<file path="config.mk">
export PLATFORM = sky130hd
export DESIGN_NAME = salc_ram
export DESIGN_NICKNAME = d
export VERILOG_FILES = /design/src/rtl/salc_ram.sv
export SDC_FILE = /design/constraint.sdc
export NUM_CORES = 1
export LEC_CHECK = 0
export ABC_CLOCK_PERIOD_IN_PS = 2700
export BUFFER_PORTS_ARGS = -buffer_cell sky130_fd_sc_hd__buf_2
export CAP_MARGIN = 10
export CORE_MARGIN = 2
export CORE_UTILIZATION = 50
export CTS_CLUSTER_DIAMETER = 50
export CTS_CLUSTER_SIZE = 30
export DETAILED_ROUTE_END_ITERATION = 10
export GPL_TIMING_DRIVEN = 0
export HOLD_SLACK_MARGIN = 0.1
export PLACE_DENSITY = 0.78
export SETUP_SLACK_MARGIN = 0.05
export SYNTH_ARGS = -nofsm -noshare
export SYNTH_HDL_FRONTEND = slang
export SYNTH_SLANG_ARGS = --single-unit
</file>
<file path="constraint.sdc">
create_clock -name clk -period 2.7 [get_ports clk]
set_input_delay 0.675 -clock clk [delete_from_list [all_inputs] [get_ports clk]]
set_output_delay 0.675 -clock clk [all_outputs]
set_load 0.01 [all_outputs]
</file>
<file path="src/rtl/salc_ram.sv">
module salc_ram #(
    parameter int WIDTH = 8,
    parameter int DEPTH = 16
) (
    input  logic                                   clk,
    input  logic                                   wr_en,
    input  logic [(DEPTH > 1 ? $clog2(DEPTH) : 1)-1:0] wr_addr,
    input  logic [WIDTH-1:0]                       wr_data,
    input  logic                                   rd_en,
    input  logic [(DEPTH > 1 ? $clog2(DEPTH) : 1)-1:0] rd_addr,
    output logic [WIDTH-1:0]                       rd_data
);

    logic [WIDTH-1:0] mem [DEPTH];
    logic [WIDTH-1:0] rd_data_reg;

    // One write port, one registered read port
    always_ff @(posedge clk) begin
        if (wr_en) begin
            mem[wr_addr] <= wr_data;
        end
        if (rd_en) begin
            rd_data_reg <= mem[rd_addr];
        end
    end

    assign rd_data = rd_data_reg;

endmodule

</file>
==> metrics.csv <==
stage,metric,value,unit
outcome,status,"finished, final reports clean",
grt,vias in the first global route,2527,
yosys,Mapped Area,0.00523,mm^2
floorplan,placement row count,37,
cells_and_area,share of layout cells above drive strength 1,0.297,
yosys,number of synthesized register bits,136,
power_and_ir_drop,Gate power share,0.046,
detailed_routing,violation count after the first detailed-routing iteration,268,
timing,Slew headroom,0.451,
yosys,post-synthesis sequential area ratio,0.781,
clocking,CTS H-tree depth,4,
power_and_ir_drop,Pwr per Cell Area,802,mW/mm^2
setup_path,crit path cell chain,"buf_2, or3b_2, nor3_1, buf_4",
yosys,Synth area leader,edfxtp_1,
timing,highest clock rate,498,MHz
grt,initial antenna violation count,0,
yosys,asr flop ratio synth,0,
detailed_routing,Final ANT Viol Nets,0,
run,max-cap violations,0,
setup_path,crit path launch type,primary input,
timing,period utilisation layout,0.744,
detailed_routing,Initial DRT Pass Iterations,5,
yosys,syn nets,248,
yosys,Mean Syn Cell Area,22.8,um^2
place,dpl cell area,0.00552,mm^2
yosys,top-count cell post-synth,edfxtp_1,
clocking,maximum clock insertion buffer count,2,
detailed_routing,Vias per Instance,5.87,
setup_path,CP peak stage delay,0.63,ns
clocking,CTS tree,done,
timing,Worst-Margin Slew,0.820,ns
detailed_routing,# DRC,0,
cells_and_area,Antenna Cells,0,
timing,Tmin final,2.01,ns
grt,global-route wire length before repair,15100,um
setup_path,Critical Path RT,2.93,ns
setup_path,worst path buffer plus inverter count,2,
setup_path,CP top delay family,simple AND/OR/NAND/NOR gates,
place,Final GP Congestion,0.737,
grt,total gr overflow,0,
floorplan,Core Area,0.0102,mm^2
detailed_routing,met3 routed WL,792,um
clocking,Clock Latency Late Sink,0.52,ns
detailed_routing,routed vias,2500,
clocking,# Post-CTS Setup Buffers,0,
timing,Final Skew,0.00396,ns
detailed_routing,total wire length,10000,um
setup_path,r2r setup slk,1.15,ns
grt,Tot GR Track Use,0.195,
floorplan,die area,0.0113,mm^2
power_and_ir_drop,Reg power frac,0.485,
cells_and_area,nets@finish,296,
yosys,Synth area leaders,"edfxtp_1, mux4_2, mux4_1",
yosys,Post-synth top cells,"edfxtp_1, mux4_2, a22oi_1",
detailed_routing,wl on met1,4040,um
yosys,number of flops mapped to enable cells by yosys,136,
place,placed cells,390,
power_and_ir_drop,switching share of power,0.197,
setup_path,Crit. End Element,flip-flop,
detailed_routing,highest routed layer,met4,
power_and_ir_drop,Pint,0.00396,W
floorplan,Starting Density,0.511,
clocking,CTS sink count,136,
timing,Final Hold Viols,0,
yosys,top-area cell type share of the netlist area,0.781,
detailed_routing,metal2 WL,5010,um
cells_and_area,Util after Layout,0.601,
yosys,Syn Inst Count,229,
yosys,Post-synth top flop,edfxtp_1,
detailed_routing,WL per Instance,23.5,um
place,hpwl dp,6120,um
clocking,clock slew at reported path FFs,0.06,ns
power_and_ir_drop,Net Sw Power,0.000972,W
floorplan,number of I/O pins,27,
setup_path,critical path arrival,2.24,ns
power_and_ir_drop,Max VDD drop,588,uV
timing,Max Slew Vio Count,0,
timing,RSZ-0062 raised after global routing,false,
timing,Final setup viols,0,
power_and_ir_drop,Clock power frac,0.469,
cells_and_area,post-route insts no fill,426,
clocking,post-CTS sizing,0,
cells_and_area,number of flip-flops in the largest register,128,
yosys,Netlist cell types,18,
floorplan,Die Wd,106,um
cells_and_area,area grow syn2layout,17.7,%
setup_path,crit path max fanout,5,
clocking,CTS Buf Count,17,
yosys,synth warn,0,
power_and_ir_drop,Leakage Power,2.06,nW
clocking,hold_buf cts,0,
grt,largest net degree at the start of global routing,17,
setup_path,critical path type,in2reg,
cells_and_area,design area,0.00615,mm^2
clocking,CTS root buffer,clkbuf_8,
hold_path,HP Class,in2reg,
place,I/O Buffers,25,
setup_path,CP max-delay cell,nor3_1,
floorplan,Die H,106,um
power by group through the flow:
| stage | clock [W] | sequential [W] | combinational (W) |
|---|---|---|---|
| after floorplan | 0 | 0.00244 | 0.000120 |
| after global placement | 0 | 0.00243 | 0.000217 |
| after detailed placement | 0 | 0.00243 | 0.000226 |
| after CTS | 0.00233 | 0.00239 | 0.000227 |
| after global routing | 0.00243 | 0.00239 | 0.000247 |
| final | 0.00231 | 0.00239 | 0.000227 |
area by class of cell:
type | instances | area (um^2)
sequential | 136 | 4080
fill | 710 | 4080
multi-input combinational | 83 | 1060
clock buffer | 18 | 418
clock inverter | 14 | 181
tap | 136 | 170
timing repair buffer | 29 | 155
buffer | 10 | 86.3
cell families after synthesis:
family / Yosys count / synth area share
AO/OA/AOI/OAI: 16 / 0.0230
buffers and inverters: 10 / 0.0165
flip-flops: 136 / 0.781
multiplexers: 32 / 0.148
AND/OR/NAND/NOR: 35 / 0.0314
metal layers:
| metal | GRT usage | up-vias |
|---|---|---|
| met2 | 0.303 | 121 |
| met3 | 0.0625 | 14 |
| met4 | 0.0677 | 0 |
| li1 | - | 1075 |
| met5 | 0 | - |
| met1 | 0.262 | 1290 |
per-stage QoR:
stage	TNS (ns)	setup slack [ns]	hold slack (ns)	power, W
after floorplan	0	0.532	0.705	0.00256
after global placement	0	0.0213	0.733	0.00265
after detailed placement	-0.442	-0.0556	0.743	0.00266
after CTS	0	0.471	0.485	0.00495
after global routing	0	0.689	0.481	0.00507
final	0	0.692	0.497	0.00493
cell usage in the layout, fill, tap and decap left out:
cell and count:
nand3b_1 2, nand2b_1 2, clkbuf_16 16, clkbuf_4 3, and2_1 1, nor3_1 4
mux4_1 14, buf_2 28, and2b_1 1, or3b_2 1, edfxtp_1 136, clkinv_4 2
nand3_1 1, nand2_1 9, buf_4 2, clkinvlp_4 3, clkbuf_8 1, a22oi_1 16
buf_6 3, clkbuf_1 1, mux4_2 18, bufinv_16 4, nor2b_1 1, clkdlybuf4s25_2 3
nor2_1 13, clkinv_1 3, clkinv_2 2
worst paths after layout:
check                     to  startpoint  depth (start not counted)
setup / recovery   mem[0][3]  wr_addr[2]                          4
hold / removal    rd_data[1]       rd_en                          1
setup reg to reg  rd_data[0]   mem[4][0]                          3
hold reg to reg   rd_data[3]   mem[9][3]                          3
Note: power is estimated with default switching activity, not from simulation.
