[src/rtl/salc_pkg.sv]
package salc_pkg;

    // Defaults for the top-level parameters
    localparam int MAX_SETS_DEF   = 64;
    localparam int MAX_WAYS_DEF   = 8;
    localparam int ADDR_WIDTH_DEF = 48;

    // Fixed field widths
    localparam int KIND_W       = 2;
    localparam int ADDR_FIELD_W = 48;
    localparam int HITS_W       = 2;
    localparam int TOTAL_W      = 32;
    localparam int PADDR_W      = 4;
    localparam int PDATA_W      = 32;

    // Access kinds
    localparam logic [KIND_W-1:0] KIND_LOAD   = 2'd0;
    localparam logic [KIND_W-1:0] KIND_STORE  = 2'd1;
    localparam logic [KIND_W-1:0] KIND_MODIFY = 2'd2;
    localparam logic [KIND_W-1:0] KIND_NONE   = 2'd3;

    // Register indexes (word address bits)
    localparam logic [1:0] REG_SET_BITS   = 2'd0;
    localparam logic [1:0] REG_WAYS_USED  = 2'd1;
    localparam logic [1:0] REG_BLOCK_BITS = 2'd2;

    // Outcome of one set lookup
    typedef struct packed {
        logic hit;
        logic evict;
    } lkp_status_t;

endpackage

[src/rtl/salc_lookup.sv]
module salc_lookup import salc_pkg::*; #(
    parameter int MAX_WAYS = MAX_WAYS_DEF,
    parameter int TAG_W    = ADDR_WIDTH_DEF
) (
    input  logic [MAX_WAYS*(1+(MAX_WAYS > 1 ? $clog2(MAX_WAYS) : 1)+TAG_W)-1:0] row_rd,
    input  logic [TAG_W-1:0]    tag,
    input  logic [MAX_WAYS-1:0] in_use,
    output logic [MAX_WAYS*(1+(MAX_WAYS > 1 ? $clog2(MAX_WAYS) : 1)+TAG_W)-1:0] row_wr,
    output lkp_status_t         status
);

    localparam int WAY_W = (MAX_WAYS > 1) ? $clog2(MAX_WAYS) : 1;
    localparam int AGE_W = WAY_W;
    localparam int ENT_W = 1 + AGE_W + TAG_W;
    localparam logic [AGE_W-1:0] AGE_MAX = AGE_W'(MAX_WAYS - 1);

    logic             ent_v   [MAX_WAYS];
    logic [AGE_W-1:0] ent_age [MAX_WAYS];
    logic [TAG_W-1:0] ent_tag [MAX_WAYS];
    logic [MAX_WAYS-1:0] match;

    logic             hit;
    logic [WAY_W-1:0] hit_way;
    logic [AGE_W-1:0] hit_age;
    logic             has_empty;
    logic [WAY_W-1:0] empty_way;
    logic             has_vic;
    logic [WAY_W-1:0] vic_way;
    logic [AGE_W-1:0] vic_age;
    logic [WAY_W-1:0] use_way;
    logic [AGE_W-1:0] old_age;

    // Unpack the set row and compare tags in parallel
    always_comb begin
        for (int j = 0; j < MAX_WAYS; j++) begin
            ent_tag[j] = row_rd[j*ENT_W +: TAG_W];
            ent_age[j] = row_rd[j*ENT_W + TAG_W +: AGE_W];
            ent_v[j]   = row_rd[j*ENT_W + TAG_W + AGE_W];
            match[j]   = in_use[j] && ent_v[j] && (ent_tag[j] == tag);
        end
    end

    // Hit way (lowest), fill way (highest invalid), victim (oldest, lowest on a tie)
    always_comb begin
        hit       = 1'b0;
        hit_way   = '0;
        hit_age   = '0;
        has_empty = 1'b0;
        empty_way = '0;
        has_vic   = 1'b0;
        vic_way   = '0;
        vic_age   = '0;
        for (int j = MAX_WAYS - 1; j >= 0; j--) begin
            if (match[j]) begin
                hit     = 1'b1;
                hit_way = WAY_W'(j);
                hit_age = ent_age[j];
            end
        end
        for (int j = 0; j < MAX_WAYS; j++) begin
            if (in_use[j] && !ent_v[j]) begin
                has_empty = 1'b1;
                empty_way = WAY_W'(j);
            end else if (in_use[j] && (!has_vic || ent_age[j] > vic_age)) begin
                has_vic = 1'b1;
                vic_way = WAY_W'(j);
                vic_age = ent_age[j];
            end
        end
        if (hit) begin
            use_way = hit_way;
            old_age = hit_age;
        end else if (has_empty) begin
            use_way = empty_way;
            old_age = AGE_MAX;
        end else begin
            use_way = vic_way;
            old_age = vic_age;
        end
    end

    // Rebuild the row: used way becomes newest, younger valid ways age by one
    always_comb begin
        row_wr = row_rd;
        for (int j = 0; j < MAX_WAYS; j++) begin
            if (WAY_W'(j) == use_way) begin
                row_wr[j*ENT_W +: ENT_W] = {1'b1, {AGE_W{1'b0}}, tag};
            end else if (in_use[j] && ent_v[j] && ent_age[j] < old_age) begin
                row_wr[j*ENT_W + TAG_W +: AGE_W] = AGE_W'(ent_age[j] + 1'b1);
            end
        end
    end

    assign status.hit   = hit;
    assign status.evict = !hit && !has_empty;

endmodule

[config.mk]
export PLATFORM = sky130hd
export DESIGN_NAME = salc_lookup
export DESIGN_NICKNAME = d
export VERILOG_FILES = /design/src/rtl/salc_pkg.sv /design/src/rtl/salc_lookup.sv
export SDC_FILE = /design/constraint.sdc
export NUM_CORES = 1
export LEC_CHECK = 0
export BUFFER_PORTS_ARGS = -buffer_cell sky130_fd_sc_hd__buf_2
export CORE_AREA = 3 3 343 345
export DETAILED_ROUTE_END_ITERATION = 8
export DIE_AREA = 0 0 346 348
export GPL_ROUTABILITY_DRIVEN = 0
export GPL_TIMING_DRIVEN = 0
export PLACE_DENSITY_LB_ADDON = 0.15
export SLEW_MARGIN = 20
export SYNTH_ARGS = -nofsm -noshare
export SYNTH_HDL_FRONTEND = slang
export SYNTH_SLANG_ARGS = --single-unit
[constraint.sdc]
create_clock -name vclk -period 25.9
set_input_delay 2.59 -clock vclk [all_inputs]
set_output_delay 2.59 -clock vclk [all_outputs]
set_load 0.02 [all_outputs]
==> impl.org <==
** Final layout
- The design has 0 sequential cells.
- Relative to the synthesized area, the layout overhead comes to 52.14%.
- In the final layout, the share of cells above drive strength 1 is a little under 50%.
- Clock tree buffer count of the final layout :: 0
- Summing all multi-input logic gate instances after layout gives 11240 um^2.
- After the last flow step, the layout net total stands at between 3000 and 4000.
- Number of filler instances in the final layout :: ~14000
- Storage element area :: 0 um^2
- Final design instance area without fill :: approximately 19000 um^2

** STA
- RSZ-0062 raised after global routing :: no
- The total count of max-transition violations in the final report was 0.
- Share of the cycle needed by the critical path after routing :: between 70% and 80%
- Setup tns final :: 0 ns
- Maximum clock rate :: between 0.05 and 0.06 GHz
- Shortest period the worst path allows :: ~19 ns
- The number of hold violations in the final report came to 0.
- In this run the tightest slew margin relative to its limit is 22.11%.
- Transition time of the tightest slew-check pin :: around 1.2 ns
- Setup violation total in the final timing report :: 0

** Logic synthesis
- The most common cell in the synthesized netlist is sky130_fd_sc_hd__mux2_2.
- Post-synthesis xor/xnor area fraction :: about 22%
- Most area-hungry cell type in the Yosys netlist :: sky130_fd_sc_hd__mux2_2
- Summing the areas of all fa, ha and maj instances in the mapped netlist gives 3.563% of the synthesized area.
- Largest family of logic cells by synthesized area :: multiplexers
- Average cell area after synthesis :: 7.134 um^2
- Post-synthesis instance area :: 12260 um^2
- The synthesized netlist devotes roughly a fifth of its cell area to compound gates.
- In the synthesized netlist, the number of instances is approximately 1700.
- Summing the areas of all and, or, nand and nor instances in the mapped netlist gives 21.28% of the synthesized area.
- Area share of the largest cell type after synthesis :: roughly 20%
- After synthesis, the share of cell area in mux cells is approximately a quarter.
- Yosys Warn Count :: 0
- Top cell types by occurrence after synthesis :: sky130_fd_sc_hd__mux2_2, sky130_fd_sc_hd__nand2_1, sky130_fd_sc_hd__xnor2_1
- Sequential cells were found to cover 0% of the synthesized design area.
- Post-synth cell types :: a little under 100
- Number of nets produced by synthesis :: ~2200
- Ranking of synthesized cells by area :: sky130_fd_sc_hd__mux2_2, sky130_fd_sc_hd__xnor2_1, sky130_fd_sc_hd__xor2_1, sky130_fd_sc_hd__nand2_1, sky130_fd_sc_hd__o21ai_0

** Critical path
- STA classifies the critical path startpoint as a primary input.
- WS Path Type :: in2out
- Critical path data arrival time :: roughly 16 ns
- CP max-delay cell :: sky130_fd_sc_hd__o21ai_2
- In this design, the critical path's most frequently occurring cell is sky130_fd_sc_hd__ha_1.
- Along the worst path, the maximum fanout reaches 10.
- Setup crit end kind :: output pin
- Data on the critical path is required at its endpoint by 23.31 ns.
- Largest stage delay on the critical path :: between 0.5 and 0.6 ns

** Floorplan
- From bottom edge to top edge, the die measures around 350 um.
- For this configuration, the core starts out at a cell density of roughly 11%.
- Number of I/O pins :: slightly below 900
- Row Count :: 124
- The die is 346 um wide.
- Core area :: around 110000 um^2
- Area of the die :: roughly 120000 um^2

** Min path
- Class of the worst hold path :: in2out

** Detailed routing
- Iteration-0 DRC count of the detailed router :: about 1800
- Summed over all layers, the routed wires come to between 150 and 200 mm.
- Number of nets with antenna violations after detailed routing :: 0
- Routed via count :: around 19000
- Dividing the detail-routed via count by the number of cells gives 4.544.
- Detailed Routing Iterations Pass 1 :: 5
- Drt drc :: 0
- After detailed routing, the average wire length per cell comes to between 40 and 50 um.

** GRT
- Number of global-route vias before repair :: ~18000
- Number of antenna violations at the first check in global routing :: 103
- Entering global routing, the biggest net connects 11 pins.
- For this run the aggregate overflow at the end of global routing stands at 0.
- Global-route wire length before repair :: roughly 210 mm
- Overall global routing resource usage :: between 20% and 30%

** Place
- Area of placed instances :: between 15000 and 20000 um^2
- During placement, the flow inserted port buffers numbering about 860.
- Detail Placement HPWL :: 143.2 mm

** Clocking
- Buffers added to address setup during post-CTS repair amount to 0.
- Quantity of gates resized following cts :: 0
- The number of hold buffers added after CTS was 0.

** Job
- Across the run, the number of max-cap violations was 0.

** Outcome
- Result of the run :: finished, final reports clean
-- logic make-up (layout without fill, tap and decap cells) --
kind of cell | count (synthesis) | after routing
AND/OR/NAND/NOR | 508 | 508
adder cells (fa/ha/maj) | 36 | 36
multiplexers | 257 | 257
other | 0 | 30
XOR/XNOR | 313 | 313
AO/OA/AOI/OAI | 372 | 372
buffers and inverters | 232 | 1100
-- path summary, 6_finish.rpt --
check                   start           to  slack, ns  cells past startpoint
hold / removal    row_rd[363]  row_wr[363]       5.53                      3
setup / recovery   row_rd[51]  row_wr[235]       6.85                     57
-- through the flow --
stage                     util, %  hold WS [ns]  setup slack [ns]  cells
after floorplan                 -         5.321             10.40   1718
after global placement      16.13         5.533             6.329   4094
after detailed placement    16.22         5.531             6.812   4098
after CTS                   16.22         5.532             6.776   4098
after global routing        16.23         5.563             5.781   4101
final                       16.29         5.528             6.855   4128
-- cells in the final DEF (no fill, tap or decap), types with 9 or more instances in the layout --
cell	Yosys	routed
sky130_fd_sc_hd__buf_4	8	12
sky130_fd_sc_hd__a2111oi_0	12	12
sky130_fd_sc_hd__clkbuf_1	29	28
sky130_fd_sc_hd__a21oi_1	31	31
sky130_fd_sc_hd__mux2_4	11	11
sky130_fd_sc_hd__and2_1	12	12
sky130_fd_sc_hd__a21o_1	9	9
sky130_fd_sc_hd__nor2_1	29	29
sky130_fd_sc_hd__mux2_1	19	19
sky130_fd_sc_hd__mux2_2	219	219
sky130_fd_sc_hd__o21ai_1	28	28
sky130_fd_sc_hd__buf_2	102	967
sky130_fd_sc_hd__nor4_2	1	11
sky130_fd_sc_hd__diode_2	0	30
sky130_fd_sc_hd__nor2b_1	40	40
sky130_fd_sc_hd__nor4_1	39	29
sky130_fd_sc_hd__nor3_1	19	18
sky130_fd_sc_hd__o22ai_1	20	20
sky130_fd_sc_hd__o21ai_0	151	151
sky130_fd_sc_hd__xor2_1	105	105
sky130_fd_sc_hd__o221ai_1	12	12
sky130_fd_sc_hd__nand3_1	26	26
sky130_fd_sc_hd__nand4_1	59	59
sky130_fd_sc_hd__nand2b_1	27	27
sky130_fd_sc_hd__nand2_1	207	207
sky130_fd_sc_hd__inv_1	75	74
sky130_fd_sc_hd__ha_1	29	29
sky130_fd_sc_hd__xnor2_1	207	207
sky130_fd_sc_hd__o21a_1	9	9
-- per-layer routing --
layer | vias to the layer above | share of wire [%] | track usage (%)
met1 | 9461 | 43 | 34.60
met3 | 175 | 8.1 | 6.679
met2 | 1135 | 46 | 44.71
met4 | 54 | 2.7 | 5.473
li1 | 7931 | - | -
met5 | - | 0.20 | 0
-- area by class of cell --
class,instances,area share (%)
multi-input cells,1486,60.27
repair buffers,868,23.35
well taps,1512,10.14
plain buffers,151,4.200
inverters,81,1.630
diodes,30,0.4026
-- critical path: cells and delay by family --
| kind | cells | cell delay [ns] |
|---|---|---|
| buf+inv | 8 | 2.29 |
| compound gates | 27 | 7.02 |
| mux | 1 | 0.38 |
| fa+ha+maj | 7 | 2.12 |
| simple gates | 14 | 2.01 |
